`config.mk`:
```
export PLATFORM = sky130hd
export DESIGN_NAME = trial_division_factorizer_unit
export DESIGN_NICKNAME = d
export VERILOG_FILES = /design/src/sv/tdf_pkg.sv /design/src/sv/tdf_div.sv /design/src/sv/tdf_datapath.sv /design/src/sv/tdf_ctrl.sv /design/src/sv/trial_division_factorizer_unit.sv
export SDC_FILE = /design/constraint.sdc
export NUM_CORES = 1
export LEC_CHECK = 0
export BUFFER_PORTS_ARGS = -buffer_cell sky130_fd_sc_hd__buf_4
export CORE_ASPECT_RATIO = 0.5
export CORE_UTILIZATION = 65
export DETAILED_ROUTE_END_ITERATION = 8
export GPL_ROUTABILITY_DRIVEN = 0
export PLACE_DENSITY_LB_ADDON = 0.05
export SETUP_SLACK_MARGIN = 0.05
export SLEW_MARGIN = 15
export SYNTH_ARGS = -nofsm -noshare
export SYNTH_HDL_FRONTEND = slang
export SYNTH_HIERARCHICAL = 1
export SYNTH_SLANG_ARGS = --single-unit
```
`constraint.sdc`:
```
create_clock -name clk -period 9.29 [get_ports clk]
set_clock_uncertainty 0.15 [all_clocks]
set_input_delay 0.4645 -clock clk [delete_from_list [all_inputs] [get_ports clk]]
set_output_delay 0.4645 -clock clk [all_outputs]
set_load 0.005 [all_outputs]
```
`src/sv/tdf_pkg.sv`:
```
// shared types for the trial division factorizer
// controller states, datapath command and status bundles; no dependencies
`default_nettype none

package tdf_pkg;

	// controller states
	typedef enum logic [3:0] {
		ST_IDLE,
		ST_START,
		ST_TEST,
		ST_DIV_GO,
		ST_DIV_WAIT,
		ST_FOUND,
		ST_FINAL,
		ST_EMIT_REM,
		ST_EMIT_EMPTY
	} state_t;

	// source of a loaded result
	typedef enum logic [1:0] {
		SEL_EMPTY,
		SEL_PEND,
		SEL_REM
	} out_sel_t;

	// controller to datapath
	typedef struct packed {
		logic     load;
		logic     div_start;
		logic     take;
		logic     next_div;
		logic     out_load;
		out_sel_t out_sel;
		logic     out_last;
	} dp_cmd_t;

	// datapath to controller
	typedef struct packed {
		logic rem_le1;
		logic rem_is1;
		logic sq_le_rem;
		logic div_done;
		logic div_exact;
		logic pend_v;
		logic out_free;
	} dp_stat_t;

endpackage

`default_nettype wire

```
`src/sv/tdf_div.sv`:
```
// restoring divider, one quotient bit per cycle
// standalone unit, no package dependency
`default_nettype none

module tdf_div #(
	parameter int W  = 31,
	parameter int DW = 17
) (
	input  wire logic          clk,
	input  wire logic          arst_n,
	input  wire logic          start,
	input  wire logic [W-1:0]  dividend,
	input  wire logic [DW-1:0] divisor,
	output logic               done,
	output logic [W-1:0]       quotient,
	output logic [DW-1:0]      remainder
);

	localparam int CW = $clog2(W + 1);

	logic          busy_q;
	logic          done_q;
	logic [CW-1:0] cnt_q;
	logic [W-1:0]  quo_q;
	logic [DW-1:0] rem_q;
	logic [DW:0]   trial;
	logic [DW:0]   diff;
	logic          ge;

	// partial remainder shifted by one dividend bit
	assign trial = {rem_q, quo_q[W-1]};
	assign ge    = trial >= {1'b0, divisor};
	assign diff  = trial - {1'b0, divisor};

	// control
	always_ff @(posedge clk or negedge arst_n) begin
		if (!arst_n) begin
			busy_q <= 1'b0;
			done_q <= 1'b0;
			cnt_q  <= '0;
		end else begin
			done_q <= 1'b0;
			if (start) begin
				busy_q <= 1'b1;
				cnt_q  <= CW'(W);
			end else if (busy_q) begin
				cnt_q <= cnt_q - CW'(1);
				if (cnt_q == CW'(1)) begin
					busy_q <= 1'b0;
					done_q <= 1'b1;
				end
			end
		end
	end

	// shift and subtract
	always_ff @(posedge clk) begin
		if (start) begin
			quo_q <= dividend;
			rem_q <= '0;
		end else if (busy_q) begin
			quo_q <= {quo_q[W-2:0], ge};
			rem_q <= ge ? diff[DW-1:0] : trial[DW-1:0];
		end
	end

	assign done      = done_q;
	assign quotient  = quo_q;
	assign remainder = rem_q;

endmodule

`default_nettype wire

```
`src/sv/tdf_datapath.sv`:
```
// datapath: remaining value, trial divisor and its square, pending factor,
// result register; uses tdf_pkg and tdf_div
`default_nettype none

module tdf_datapath #(
	parameter int VALUE_BITS = 31
) (
	input  wire logic                  clk,
	input  wire logic                  arst_n,
	input  wire tdf_pkg::dp_cmd_t      cmd,
	output tdf_pkg::dp_stat_t          stat,
	input  wire logic [VALUE_BITS-1:0] n_value,
	output logic                       out_valid,
	input  wire logic                  out_stall,
	output logic [VALUE_BITS-1:0]      factor,
	output logic                       is_last,
	output logic                       is_empty,
	output logic                       is_semiprime
);

	import tdf_pkg::*;

	localparam int W  = VALUE_BITS;
	localparam int DW = (W + 1) / 2 + 1;
	localparam int SW = 2 * DW;

	logic [W-1:0]  rem_q;
	logic [DW-1:0] div_q;
	logic [SW-1:0] sq_q;
	logic [1:0]    cnt_q;
	logic [W-1:0]  first_q;
	logic [W-1:0]  pend_q;
	logic          pend_v_q;
	logic          out_valid_q;
	logic [W-1:0]  factor_q;
	logic          last_q;
	logic          empty_q;
	logic          semi_q;
	logic          div_done;
	logic [W-1:0]  quo;
	logic [DW-1:0] rmd;
	logic          out_free;
	logic [W-1:0]  out_f;
	logic          out_semi;

	tdf_div #(.W(W), .DW(DW)) u_div (
		.clk       (clk),
		.arst_n    (arst_n),
		.start     (cmd.div_start),
		.dividend  (rem_q),
		.divisor   (div_q),
		.done      (div_done),
		.quotient  (quo),
		.remainder (rmd)
	);

	// factoring state
	always_ff @(posedge clk or negedge arst_n) begin
		if (!arst_n) begin
			cnt_q    <= '0;
			pend_v_q <= 1'b0;
		end else if (cmd.load) begin
			cnt_q    <= '0;
			pend_v_q <= 1'b0;
		end else if (cmd.take) begin
			if (cnt_q != 2'd3) cnt_q <= cnt_q + 2'd1;
			pend_v_q <= 1'b1;
		end
	end

	always_ff @(posedge clk) begin
		if (cmd.load) begin
			rem_q <= n_value;
			div_q <= DW'(2);
			sq_q  <= SW'(4);
		end else if (cmd.take) begin
			rem_q  <= quo;
			pend_q <= W'(div_q);
			if (cnt_q == 2'd0) first_q <= W'(div_q);
		end else if (cmd.next_div) begin
			// (d+1)^2 = d^2 + 2d + 1
			div_q <= div_q + DW'(1);
			sq_q  <= sq_q + SW'({div_q, 1'b1});
		end
	end

	// result selection and semiprime flag
	always_comb begin
		out_f    = '0;
		out_semi = 1'b0;
		case (cmd.out_sel)
			SEL_PEND: begin
				out_f    = pend_q;
				out_semi = cmd.out_last && (cnt_q == 2'd2) && (first_q != pend_q);
			end
			SEL_REM: begin
				out_f    = rem_q;
				out_semi = (cnt_q == 2'd1) && (first_q != rem_q);
			end
			default: begin
				out_f    = '0;
				out_semi = 1'b0;
			end
		endcase
	end

	// result register
	assign out_free = !out_valid_q || !out_stall;

	always_ff @(posedge clk or negedge arst_n) begin
		if (!arst_n) begin
			out_valid_q <= 1'b0;
		end else if (cmd.out_load) begin
			out_valid_q <= 1'b1;
		end else if (!out_stall) begin
			out_valid_q <= 1'b0;
		end
	end

	always_ff @(posedge clk) begin
		if (cmd.out_load) begin
			factor_q <= out_f;
			last_q   <= cmd.out_last;
			empty_q  <= (cmd.out_sel == SEL_EMPTY);
			semi_q   <= out_semi;
		end
	end

	// status to controller
	always_comb begin
		stat.rem_le1   = rem_q <= W'(1);
		stat.rem_is1   = rem_q == W'(1);
		stat.sq_le_rem = sq_q <= SW'(rem_q);
		stat.div_done  = div_done;
		stat.div_exact = rmd == '0;
		stat.pend_v    = pend_v_q;
		stat.out_free  = out_free;
	end

	assign out_valid    = out_valid_q;
	assign factor       = factor_q;
	assign is_last      = last_q;
	assign is_empty     = empty_q;
	assign is_semiprime = semi_q;

endmodule

`default_nettype wire

```
`src/sv/tdf_ctrl.sv`:
```
// controller state machine for the trial division loop
// uses tdf_pkg; drives the datapath command bundle
`default_nettype none

module tdf_ctrl (
	input  wire logic              clk,
	input  wire logic              arst_n,
	input  wire logic              in_valid,
	output logic                   in_stall,
	input  wire tdf_pkg::dp_stat_t stat,
	output tdf_pkg::dp_cmd_t       cmd
);

	import tdf_pkg::*;

	state_t state_q;
	state_t state_d;

	always_ff @(posedge clk or negedge arst_n) begin
		if (!arst_n) begin
			state_q <= ST_IDLE;
		end else begin
			state_q <= state_d;
		end
	end

	// next state
	always_comb begin
		state_d = state_q;
		unique case (state_q)
			ST_IDLE:       if (in_valid) state_d = ST_START;
			ST_START:      state_d = stat.rem_le1 ? ST_EMIT_EMPTY : ST_TEST;
			ST_TEST:       state_d = stat.sq_le_rem ? ST_DIV_GO : ST_FINAL;
			ST_DIV_GO:     state_d = ST_DIV_WAIT;
			ST_DIV_WAIT: begin
				if (stat.div_done) state_d = stat.div_exact ? ST_FOUND : ST_TEST;
			end
			ST_FOUND: begin
				if (!stat.pend_v || stat.out_free) state_d = ST_DIV_GO;
			end
			ST_FINAL: begin
				if (stat.rem_is1) begin
					if (stat.out_free) state_d = ST_IDLE;
				end else if (!stat.pend_v) begin
					state_d = ST_EMIT_REM;
				end else if (stat.out_free) begin
					state_d = ST_EMIT_REM;
				end
			end
			ST_EMIT_REM:   if (stat.out_free) state_d = ST_IDLE;
			ST_EMIT_EMPTY: if (stat.out_free) state_d = ST_IDLE;
			default:       state_d = ST_IDLE;
		endcase
	end

	// outputs
	always_comb begin
		cmd      = '0;
		cmd.out_sel = SEL_EMPTY;
		in_stall = 1'b1;
		unique case (state_q)
			ST_IDLE: begin
				in_stall = 1'b0;
				cmd.load = in_valid;
			end
			ST_START: begin
			end
			ST_TEST: begin
			end
			ST_DIV_GO: begin
				cmd.div_start = 1'b1;
			end
			ST_DIV_WAIT: begin
				cmd.next_div = stat.div_done && !stat.div_exact;
			end
			ST_FOUND: begin
				// push out the previous factor, keep the new one pending
				if (!stat.pend_v || stat.out_free) begin
					cmd.take     = 1'b1;
					cmd.out_load = stat.pend_v;
					cmd.out_sel  = SEL_PEND;
				end
			end
			ST_FINAL: begin
				cmd.out_sel  = SEL_PEND;
				cmd.out_last = stat.rem_is1;
				cmd.out_load = stat.pend_v && stat.out_free;
			end
			ST_EMIT_REM: begin
				cmd.out_sel  = SEL_REM;
				cmd.out_last = 1'b1;
				cmd.out_load = stat.out_free;
			end
			ST_EMIT_EMPTY: begin
				cmd.out_sel  = SEL_EMPTY;
				cmd.out_last = 1'b1;
				cmd.out_load = stat.out_free;
			end
			default: begin
			end
		endcase
	end

endmodule

`default_nettype wire

```
`src/sv/trial_division_factorizer_unit.sv`:
```
// top level of the trial division factorizer; uses tdf_pkg, tdf_ctrl, tdf_datapath
// each trial divisor costs one run of the one-bit-per-cycle divider, and each factor found costs
// another run with the same divisor; an input of one passes through ST_START and ST_EMIT_EMPTY
// straight to the output register, without any divider run
// one request at a time: the next is taken once the last result sits in the output register
// arst_n clears the controller, the divider and the output valid; no clearing pass is needed
`default_nettype none

module trial_division_factorizer_unit #(
	parameter int VALUE_BITS = 31
) (
	input  wire logic                  clk,
	input  wire logic                  arst_n,
	input  wire logic                  in_valid,
	output logic                       in_stall,
	input  wire logic [VALUE_BITS-1:0] n_value,
	output logic                       out_valid,
	input  wire logic                  out_stall,
	output logic [VALUE_BITS-1:0]      factor,
	output logic                       is_last,
	output logic                       is_empty,
	output logic                       is_semiprime
);

	import tdf_pkg::*;

	dp_cmd_t  cmd;
	dp_stat_t stat;

	tdf_ctrl u_ctrl (
		.clk      (clk),
		.arst_n   (arst_n),
		.in_valid (in_valid),
		.in_stall (in_stall),
		.stat     (stat),
		.cmd      (cmd)
	);

	tdf_datapath #(.VALUE_BITS(VALUE_BITS)) u_dp (
		.clk          (clk),
		.arst_n       (arst_n),
		.cmd          (cmd),
		.stat         (stat),
		.n_value      (n_value),
		.out_valid    (out_valid),
		.out_stall    (out_stall),
		.factor       (factor),
		.is_last      (is_last),
		.is_empty     (is_empty),
		.is_semiprime (is_semiprime)
	);

endmodule

`default_nettype wire

```
**Word level (Yosys, flattened, before mapping)**

Cells that the tools add are included.

- Logic and storage cells: 116
- Flip-flop bits (word level): 213
- Output and inout bits: 36

- Order comparisons: 3
- Equality and inequality tests: 22
- Reduce and logical (&&, ||, !) cells: 24
- Bitwise gates (word level): 2
- Mux-type cells: 42
- Add/sub/neg operators: 5

Operators with widths:

| kind | count |
|---|---|
| $mux 31 | 4 |
| $pmux 31 s2 | 1 |
| $add 34x18->34 | 1 |
| $le 34x31->1 | 1 |
| $mux 4 | 8 |
| $pmux 4 s8 | 1 |
| $eq 31x1->1 const B | 1 |
| $le 31x1->1 const B | 1 |
| $ne 17x31->1 | 1 |
| $ge 18x17->1 | 1 |
| $add 17x1->17 const B | 1 |
| $logic_not 17->1 | 1 |
| $mux 17 | 1 |
| $ne 17x17->1 | 1 |
| $sub 17x17->17 | 1 |
| $eq 4x3->1 const B | 4 |
| $mux 1 | 16 |
| $pmux 3 s4 | 1 |
| $mux 5 | 2 |
| $mux 3 | 3 |
| $eq 4x2->1 const B | 2 |
| $mux 2 | 3 |
| $ne 2x1->1 const B | 3 |
| $reduce_and 2->1 | 3 |
| 20 further kinds | 36 |

**Longest topological paths before layout**

Gate-level depths: netlist of the first run.

- Depth after elaboration: 7
- Mapped depth: 13
- Depth with buffers taken out: 12

**Modules after synthesis**

The synthesis of the first run kept the hierarchy.

Modules (own cells, without submodules):

| module | area an instance (µm²) | cells each | instances | seq. area each (µm²) |
|---|---|---|---|---|
| tdf_datapath | 8445.6 | 803 | 1 | 4093.9 |
| tdf_div | 3260.6 | 300 | 1 | 1446.4 |
| tdf_ctrl | 460.4 | 65 | 1 | 100.1 |

**Worst setup path after synthesis of the first run**

OpenSTA, ideal clock, no wires.

- Path type: register to register
- From: register u_ctrl.state_q[3]
- To: register u_dp.factor_q[0] (netlist: u_dp/factor[0]), enable pin
- Cell stages (with the launch flop): 6
- Buffers on the path: 1
- Period minus slack after synthesis: 3114 ps
- Path slack: 6176 ps
- Setup time: 436 ps
- Arrival time: 2529 ps
- Data required time: 8704 ps
- Cell sequence: dfrtp_1 -> buf_6 -> inv_1 -> nand2_1 -> a21o_1 -> a21boi_1

RTL lines:

| element | line | RTL |
|---|---|---|
| from (decl) | tdf_ctrl.sv:16 | `state_t state_q;` |
| from (signal assigned) | tdf_ctrl.sv:23 | `state_q <= state_d;` |
| to (signal assigned) | tdf_datapath.sv:122 | `factor_q <= out_f;` |
| to (decl) | tdf_datapath.sv:35 | `logic [W-1:0] factor_q;` |

**Worst setup path in the final report of the first run**

- From: register u_dp.div_q[0]
- To: register u_dp.u_div.rem_q[1] (netlist: u_dp/u_div/remainder[1])

- Word-level cells in the longest chain between the ends: 2
- Elaborated cells between the ends (all ways): 3
- Classes of those cells: add/sub: 1; order compare: 1; mux: 1

RTL lines:

| element | line | RTL |
|---|---|---|
| from (decl) | tdf_datapath.sv:28 | `logic [DW-1:0] div_q;` |
| from (signal assigned) | tdf_datapath.sv:82 | `div_q <= div_q + DW'(1);` |
| $sub 17x17->17 / $ge 18x17->1 (equally long branches) | tdf_div.sv:33, tdf_div.sv:32 |  |
| $mux 17 * | tdf_div.sv:63 | `rem_q <= ge ? diff[DW-1:0] : trial[DW-1:0];` |
| to (signal assigned) | tdf_div.sv:63 |  |
| to (decl) | tdf_div.sv:25 | `logic [DW-1:0] rem_q;` |

Every way passes the cells marked *; elsewhere a longest branch is shown, timed or not.
A chain may end at the register's enable or synchronous reset.

==> results.json, run 1 <==
{
  "rsz0062_at_grt": "false",
  "cp.arrival_ns": 3.89,
  "htree_levels": 1,
  "synth-edff-count": 130,
  "hold_violations": 0,
  "viasPerCell": 6.38,
  "die_area_um2": 19300,
  "max_freq_mhz": 276,
  "chipWidth_um": 195,
  "max-cap-violations": 0,
  "final_util": 0.757,
  "yosysSeqAreaShare": 0.464,
  "timing.hold.ws_ns": 0.119,
  "yosysTopAreaCellShare": 0.321,
  "yosys-top-cells-count": "130 x edfxtp_1, 91 x nand2_1, 75 x ha_1, 70 x a21oi_1, 70 x inv_1",
  "status": "finished, final reports clean",
  "root_buffer": "clkbuf_16",
  "cts.sinks": 213,
  "whs_endpoint": "u_dp/rem_q[3]",
  "placement.cell_area_um2": 12800,
  "layoutNonFillerInstCount": 1468,
  "synth_cell_types": 77,
  "maxSlewViolCount": 0,
  "grt_pass1_vias": 9136,
  "rr_endpoint": "u_dp/u_div/remainder[1]",
  "cp_cell_sequence": "ha_1 -> inv_1 -> fa_1 -> a21o_1 -> a221oi_2 -> o21bai_2 -> nor2_1 -> o31a_1 -> mux2i_1 -> a211oi_1",
  "critPathBufInv": 1,
  "postRouteAntennaNets": 0,
  "min_path_cells": 2,
  "clk_pin_slew_ns": 0.07,
  "critical-path-top-delay-family": "compound AO/OA/AOI/OAI gates",
  "ys_async_sr_fraction": 0.0704,
  "grt_first_pass_wirelength_mm": 48.2,
  "slowest_stage": "o31a_1",
  "drive_gt1_frac": 0.156,
  "worst_pin_slew_ns": 1.12,
  "wl_per_cell_um": 20.4,
  "cts_tree": "done",
  "cts.path.max_buffers": 3,
  "die_h_um": 98.7,
  "hold_path.class": "in2reg",
  "io_buffers": 70,
  "cts_buffers": 20,
  "synthMostInstantiatedCell": "edfxtp_1",
  "grt_usage": 0.317,
  "cts_setup_buffers": 0,
  "crit_type": "reg2reg",
  "antenna_found_initial": 0,
  "drc": 0,
  "worst_slack_ns": 5.66,
  "num_vias": 9359,
  "p_switching_uw": 359,
  "rr_startpoint": "u_dp/div_q[0]",
  "r2r.worst_path.cells": 10,
  "drt_first_pass_iters": 6,
  "syn_inst": 1168,
  "syn_avg_cell_area_um2": 10.4,
  "dp_slack_ns": 5.68,
  "nets": 1332,
  "synth_area_leaders": "edfxtp_1 32%, dfxtp_1 11%, ha_1 7.7%",
  "netlist_area_um2": 12200,
  "worstPathRequired_ns": 9.56,
  "sequentialPowerShare": 0.541,
  "place_inst": 1430,
  "period_needed_ns": 3.63,
  "max-vdd-ir-drop_mv": 0.117,
  "fin_crit_sh": 0.391,
  "fin_area_um2": 13500,
  "rrSetupSlack_ns": 5.66,
  "clk_latency_ns": 0.50,
  "yosysWarnings": 6,
  "clkPwrFrac": 0.452,
  "intPower_mw": 1.47,
  "ys_seq_elements": 213,
  "finalWirelength_mm": 30.0,
  "hold_start": "n_value[3]",
  "syn_nets": 1280,
  "initial_core_util": 0.683,
  "final-setup-viol-count": 0,
  "path_max_fanout": 25,
  "ioPinCount": 71,
  "slew_headroom": 0.253,
  "critical-path-max-stage-delay_ns": 0.85,
  "power_mw": 1.83,
  "leakage_nw": 5.07,
  "pwr-share-comb": 0.007,
  "drtIter0Drc": 863,
  "core-area_um2": 17800,
  "area_growth_pct": 10.9,
  "num_rows": 34,
  "finalSetupTns_ns": 0,
  "grt_start_max_net_pins": 59,
  "overflow": 0,
  "cp-start-kind": "flop",
  "power_per_cell_area_nw_per_um2": 136,
  "switching_share": 0.196,
  "synth_top_area_cell": "edfxtp_1",
  "hpwl_mm": 21.7,
  "synth_flop_cell": "edfxtp_1",
  "worstSetupEndpointType": "flop"
}
==> worst register-to-register path: stages (launching register included) <==
cell and delay [ns]:
dfxtp_1 0.51, ha_1 0.22, inv_1 0.05, fa_1 0.40, a21o_1 0.22, a221oi_2 0.42, o21bai_2 0.13, nor2_1 0.12
o31a_1 0.85, mux2i_1 0.20, a211oi_1 0.27
==> cells in the final DEF (no fill, tap or decap), types with 29 or more instances in the layout <==
cell	n
nand2_1	91
nor2_1	69
mux2_2	68
edfxtp_1	130
dfxtp_1	68
xor2_1	30
xnor2_1	48
a21oi_1	70
ha_1	75
buf_4	75
nor2b_1	29
o21ai_0	38
inv_1	70
==> cells by family (layout without fill, tap and decap cells) <==
group / count (synthesis) / after routing / synth area share
adder cells (fa/ha/maj): 77 / 77 / 0.0804
multiplexers: 78 / 78 / 0.0712
AO/OA/AOI/OAI: 239 / 239 / 0.132
XOR/XNOR: 78 / 78 / 0.0561
buffers and inverters: 117 / 181 / 0.0414
flip-flops: 213 / 213 / 0.464
AND/OR/NAND/NOR: 366 / 366 / 0.156
other: 0 / 2 / 0
==> worst max-delay path by stage <==
stage / slack [ns] / cells past startpoint / from / to
after floorplan: 6.18 / 5 / u_ctrl/state_q[3] / u_dp/factor[0]
after global placement: 5.84 / 10 / u_dp/div_q[0] / u_dp/u_div/remainder[5]
after detailed placement: 5.68 / 10 / u_dp/div_q[0] / u_dp/u_div/remainder[1]
after CTS: 5.68 / 10 / u_dp/div_q[0] / u_dp/u_div/remainder[6]
after global routing: 5.35 / 10 / u_dp/div_q[0] / u_dp/u_div/remainder[6]
final: 5.66 / 10 / u_dp/div_q[0] / u_dp/u_div/remainder[1]
==> power by group through the flow <==
stage / clock network [mW] / logic (mW) / registers [mW]
floorplan: 0 / 0.000125 / 1.01
global placement: 0 / 0.0134 / 1.01
detailed placement: 0 / 0.0134 / 1.01
CTS: 0.834 / 0.0138 / 0.991
global route: 0.877 / 0.0148 / 0.991
finish: 0.828 / 0.0136 / 0.991
==> cell type report <==
type / instances / area, um2
diodes: 2 / 5.00
clock buffers: 29 / 597
clock inverters: 5 / 47.5
fillers: 1214 / 4340
inverters: 70 / 263
multi-input cells: 838 / 6040
flip-flops and latches: 213 / 5640
well taps: 234 / 293
repair buffers: 77 / 601
==> state kept, by name (all words and copies together) (netlist names), 2 cells and up <==
register / flops
u_ctrl/state_q: 4
u_dp/pend_q: 17
u_dp/sq_q: 34
u_dp/factor: 31
u_dp/cnt_q: 2
u_dp/rem_q: 31
u_dp/first_q: 17
u_dp/u_div/remainder: 17
u_dp/u_div/cnt_q: 5
u_dp/u_div/quotient: 31
u_dp/div_q: 17
==> routing by layer <==
layer	vias to the layer above	part of all wire	global-route usage
li1	4386	-	-
met2	406	0.45	0.507
met5	-	0	0
met3	51	0.089	0.0637
met4	0	0.019	0.0672
met1	4516	0.44	0.449
==> timing repair <==
item	4_1_cts	5_1_grt
endpoints found under the hold margin	15	0
gates resized for setup	0	0
hold buffers	1	0
Note: power is estimated with default switching activity, not from simulation.
==> run 2, diff against run 1 <==
--- a/config.mk
+++ b/config.mk
@@ -7,7 +7,7 @@
 export LEC_CHECK = 0
 export BUFFER_PORTS_ARGS = -buffer_cell sky130_fd_sc_hd__buf_4
 export CORE_ASPECT_RATIO = 0.5
-export CORE_UTILIZATION = 65
+export CORE_UTILIZATION = 56
 export DETAILED_ROUTE_END_ITERATION = 8
 export GPL_ROUTABILITY_DRIVEN = 0
 export PLACE_DENSITY_LB_ADDON = 0.05
==> constraint.sdc (replaced) <==
create_clock -name clk -period 3.1 [get_ports clk]
set_clock_uncertainty 0.15 [all_clocks]
set_input_delay 0.155 -clock clk [delete_from_list [all_inputs] [get_ports clk]]
set_output_delay 0.155 -clock clk [all_outputs]
set_load 0.005 [all_outputs]
==> run 2 against run 1 <==
Power grew to 3.1 times the previous value. Worst setup slack worse by 5.5 ns. Clock power grew to 3.2 times the previous value. Die area is 16% higher. Final cell count is 9.3% higher. Critical path type unchanged. Largest power group unchanged.
==> results.json, run 2 (synthesis gave the netlist of run 1 again) <==
{
  "status": "finished, final reports clean",
  "worstSetupEndpointType": "flop",
  "cts.path.max_buffers": 3,
  "clk_pin_slew_ns": 0.07,
  "most-common-layout-cells": "130 x edfxtp_1, 117 x buf_4, 91 x nand2_1",
  "fin_crit_sh": 0.944,
  "final-setup-viol-count": 0,
  "cp.arrival_ns": 3.20,
  "fillerInstances": 1637,
  "antenna_found_initial": 0,
  "core-area_um2": 20900,
  "wl_per_cell_um": 19.3,
  "htree_levels": 1,
  "leakage_nw": 5.46,
  "cts_buffers": 20,
  "grt_start_max_net_pins": 61,
  "drive_gt1_frac": 0.191,
  "worstPathRequired_ns": 3.38,
  "overflow": 0,
  "max-vdd-ir-drop_mv": 0.412,
  "cp-start-kind": "flop",
  "io_buffers": 70,
  "largest_reg_flops": 34,
  "crit_type": "reg2reg",
  "viasPerCell": 5.88,
  "critical-path-max-stage-delay_ns": 0.52,
  "grt_pass1_vias": 9134,
  "r2r.worst_path.cells": 10,
  "period_needed_ns": 2.93,
  "antennaDiodeCount": 0,
  "num_vias": 9434,
  "path_max_fanout": 25,
  "nets": 1411,
  "max-cap-violations": 0,
  "die_h_um": 106,
  "power_per_cell_area_nw_per_um2": 400,
  "root_buffer": "clkbuf_16",
  "largest-register": "u_dp/sq_q",
  "cp_cell_sequence": "inv_1 -> ha_1 -> and3_1 -> a221oi_2 -> o21bai_2 -> nor2_1 -> o31a_1 -> buf_12 -> or2_2 -> a311oi_1",
  "grt_usage": 0.282,
  "grt_first_pass_wirelength_mm": 48.9,
  "slew_headroom": 0.309,
  "die_area_um2": 22400,
  "hold_path.class": "reg2reg",
  "initial_core_util": 0.581,
  "ioPinCount": 71,
  "min_path_cells": 2,
  "drc": 0,
  "final_common_cell": "edfxtp_1",
  "finalWirelength_mm": 31.0,
  "rsz0062_at_grt": "false",
  "clk_latency_ns": 0.52,
  "drtIter0Drc": 737,
  "cts_tree": "done",
  "drt_first_pass_iters": 5,
  "slowest_stage": "dfxtp_1",
  "finalSetupTns_ns": 0,
  "hpwl_mm": 22.5,
  "area_growth_pct": 18.0,
  "max_freq_mhz": 342,
  "worst_pin_slew_ns": 1.04,
  "maxSlewViolCount": 0,
  "worst_slack_ns": 0.172,
  "cts.sinks": 213,
  "num_rows": 37,
  "dp_slack_ns": 0.162,
  "chipWidth_um": 210,
  "hold_violations": 0,
  "postRouteAntennaNets": 0
}
==> run 2: cell types whose count changed in the layout (fill, tap and decap cells not counted), sizes merged <==
| cell | before | now |
|---|---|---|
| diode | 2 | 0 |
| bufinv | 1 | 3 |
| clkinv | 4 | 3 |
| dlygate4sd3 | 1 | 35 |
| clkinvlp | 0 | 1 |
| buf | 76 | 121 |
==> run 2: power by group <==
part                  switching [mW]  total (mW)  internal [mW]
Combinational                 0.0205      0.0763         0.0558
Sequential     0.0000000000000000326        2.97           2.97
Clock                           1.09        2.69           1.60
Total                           1.11        5.74           4.62
==> run 2: path summary, 6_finish.rpt <==
kind                          startpoint                       to  slack [ns]
setup / recovery           u_dp/div_q[3]  u_dp/u_div/remainder[0]        0.17
hold / removal              u_dp/sq_q[8]             u_dp/sq_q[8]        0.33
setup reg to reg           u_dp/div_q[3]  u_dp/u_div/remainder[0]        0.17
hold reg to reg             u_dp/sq_q[8]             u_dp/sq_q[8]        0.33
max in group asynchronous         arst_n        u_ctrl/state_q[2]        1.70
min in group asynchronous         arst_n        u_ctrl/state_q[0]        0.62
==> run 2: through the flow <==
step	hold WS (ns)	area (um2)	cells	total power, mW	util
6_report	0.327	14400	1605	5.74	0.686
5_1_grt	0.351	14400	1605	5.89	0.686
2_1_floorplan	-0.291	12200	1168	3.03	-
3_3_place_gp	-0.121	13200	1529	3.07	0.632
4_1_cts	0.332	14300	1600	5.77	0.683
3_5_place_dp	-0.122	13200	1529	3.07	0.632
==> run 2: layout make-up <==
type / instances / area (um2) / area share
clock buffers: 29 / 597 / 0.0416
clock inverters: 7 / 116 / 0.00810
well taps: 292 / 365 / 0.0254
multi-input cells: 838 / 6060 / 0.422
inverters: 70 / 263 / 0.0183
flip-flops and latches: 213 / 5650 / 0.393
repair buffers: 156 / 1310 / 0.0912
==> run 2: per-layer routing <==
layer  up-vias  global-route usage  part of all wire
met5         -                   0                 0
met4         0              0.0559             0.018
met3        46              0.0685             0.076
met2       295               0.449              0.45
met1      4562               0.392              0.46
li1       4531                   -                 -
==> run 2: worst max-delay path, delay by kind of cell, from the launching register on <==
kind | cells | cell delay (ns)
AOI/OAI and AO/OA | 4 | 0.87
and+or+nand+nor | 3 | 0.58
DFF | 1 | 0.52
adders and majority gates | 1 | 0.39
buffers and inverters | 2 | 0.30
==> run 2: timing repair <==
item / in CTS / in global routing
resized for setup: 0 / 10
hold buffers: 35 / 0
endpoints found under the hold margin: 50 / 0
buffers inserted: 0 / 5
setup endpoints to repair: 0 / 11
==> run 3, diff against run 2 <==
==> constraint.sdc (replaced) <==
create_clock -name clk -period 2.43 [get_ports clk]
set_clock_uncertainty 0.15 [all_clocks]
set_input_delay 0.1215 -clock clk [delete_from_list [all_inputs] [get_ports clk]]
set_output_delay 0.1215 -clock clk [all_outputs]
set_load 0.005 [all_outputs]
==> run 3 against run 2 <==
The run now ends with setup timing left. Highest routed layer unchanged. Worst setup slack lost 0.49 ns. Via count grew 12%. Maximum frequency rose by 6.4%. First-iteration DRC count increased by 42%. Utilization rose by 10 points. Routed wire length is 15% higher. Largest power group unchanged.
==> results.json, run 3 (synthesis gave the netlist of run 1 again) <==
{
  "largest_reg_flops": 34,
  "cts.path.max_buffers": 3,
  "worst_pin_slew_ns": 0.719,
  "rr_startpoint": "u_ctrl/state_q[1]",
  "rrSetupSlack_ns": -0.32,
  "max-vdd-ir-drop_mv": 0.393,
  "failed_checks": "setup timing",
  "cp_cell_sequence": "nor2_2 -> and4b_2 -> buf_6 -> and4b_2 -> nand4_1 -> or2_4 -> nor2_1 -> or4b_1 -> a21oi_1",
  "maxSlewViolCount": 0,
  "final_common_cell": "buf_4",
  "r2r.worst_path.cells": 9,
  "crit_type": "reg2reg",
  "grt_start_max_net_pins": 61,
  "drtIter0Drc": 1050,
  "finalWirelength_mm": 35.6,
  "worstPathRequired_ns": 2.71,
  "hpwl_mm": 24.9,
  "clk_pin_slew_ns": 0.07,
  "critical-path-top-delay-family": "simple AND/OR/NAND/NOR gates",
  "worst_slack_ns": -0.321,
  "worstSetupEndpointType": "flop",
  "most-common-layout-cells": "282 x buf_4, 130 x edfxtp_1, 90 x nand2_1",
  "hold_violations": 0,
  "slew_headroom": 0.519,
  "cp.arrival_ns": 3.04,
  "path_max_fanout": 5,
  "cts_buffers": 21,
  "leakage_nw": 6.51,
  "die_h_um": 106,
  "grt_first_pass_wirelength_mm": 54.3,
  "antennaDiodeCount": 0,
  "overflow": 0,
  "wl_per_cell_um": 19.9,
  "max-cap-violations": 0,
  "status": "complete, but fails checks",
  "fin_crit_sh": 1.13,
  "area_growth_pct": 35.4,
  "chipWidth_um": 210,
  "grt_usage": 0.312,
  "viasPerCell": 5.89,
  "hold_start": "n_value[6]",
  "htree_levels": 1,
  "core-area_um2": 20900,
  "place_inst": 1701,
  "rsz0062_at_grt": "true",
  "ioPinCount": 71,
  "drt_first_pass_iters": 6,
  "period_needed_ns": 2.75,
  "hold_path.class": "in2reg",
  "io_buffers": 70,
  "postRouteAntennaNets": 0,
  "antenna_found_initial": 1,
  "drc": 0,
  "cts.sinks": 213,
  "power_per_cell_area_nw_per_um2": 436,
  "max_freq_mhz": 364,
  "largest-register": "u_dp/sq_q",
  "cp-start-kind": "flop",
  "critical-path-max-stage-delay_ns": 0.43,
  "fillerInstances": 1338,
  "grt_pass1_vias": 10300,
  "initial_core_util": 0.581,
  "path_common_cell": "and4b_2",
  "rr_endpoint": "u_dp/sq_q[30]",
  "cts_tree": "done",
  "num_rows": 37,
  "drive_gt1_frac": 0.366,
  "critPathBufInv": 1,
  "layoutNonFillerInstCount": 1793,
  "final_util": 0.787,
  "root_buffer": "clkbuf_16",
  "slowest_stage": "dfrtp_1",
  "die_area_um2": 22400,
  "nets": 1599,
  "num_vias": 10600,
  "whs_endpoint": "u_dp/rem_q[6]",
  "clk_latency_ns": 0.52,
  "final-setup-viol-count": 34,
  "min_path_cells": 3
}
==> run 3: cell types whose count changed in the layout (fill, tap and decap cells not counted), sizes merged <==
cell and change:
clkinv +4, buf +186, clkbuf -4, clkinvlp +4, bufinv -1, inv -1
==> run 3: per-layer routing <==
layer | up-vias | track usage | routed length (um)
li1 | 4908 | - | -
met1 | 5228 | 0.437 | 15900
met2 | 362 | 0.519 | 16800
met3 | 68 | 0.0428 | 2240
met4 | 0 | 0.0637 | 691
met5 | - | 0 | 0
==> run 3: worst max-delay path by stage <==
stage,end,start,depth (start not counted)
floorplan,u_dp/u_div/remainder[6],u_dp/u_div/quotient[30],13
global placement,u_dp/u_div/remainder[0],u_dp/div_q[9],9
detailed placement,u_dp/u_div/remainder[0],u_dp/div_q[9],9
CTS,u_ctrl/state_q[0],u_dp/rem_q[3],13
global route,u_dp/u_div/remainder[1],u_dp/u_div/quotient[30],12
finish,u_dp/sq_q[30],u_ctrl/state_q[1],9
==> run 3: repair_timing <==
| action | CTS | global route |
|---|---|---|
| hold buffers | 35 | 0 |
| buffers inserted | 10 | 11 |
| endpoints found under the hold margin | 53 | 0 |
| endpoints found under the setup margin | 72 | 79 |
| resized for setup | 74 | 80 |
| pin swaps | 28 | 45 |
| gates cloned | 0 | 1 |
==> run 3: stage by stage <==
stage	power (mW)	hold WS (ns)	TNS, ns	worst slack, ns	cell area [um2]
after floorplan	3.87	-0.324	-2.72	-0.155	12300
after global placement	3.92	-0.159	-7.83	-0.413	14700
after detailed placement	3.92	-0.156	-10.87	-0.414	14700
after CTS	7.20	0.303	-5.12	-0.293	16000
after global routing	7.35	0.320	-10.88	-0.459	16500
final	7.18	0.312	-6.90	-0.321	16500
==> run 3: final cells by class <==
cell class,instances,area [um2],share of cell area
repair buffers,343,2860,0.174
inverters,70,267,0.0162
clock buffers,24,537,0.0326
multi-input cells,838,6640,0.403
clock inverters,13,133,0.00805
well taps,292,365,0.0222
flip-flops and latches,213,5680,0.345
==> run 3: report_power, final <==
| group | switching (mW) | internal, mW | leakage, nW | total, mW |
|---|---|---|---|---|
| Clock | 1.48 | 1.82 | 0.315 | 3.29 |
| Sequential | 0.0000000000000000359 | 3.79 | 1.71 | 3.79 |
| Combinational | 0.0285 | 0.0713 | 4.49 | 0.0998 |
==> run 3: worst min-delay path: stages <==
cell and delay (ns):
dlygate4sd3_1 0.52, buf_4 0.09, mux2_2 0.13
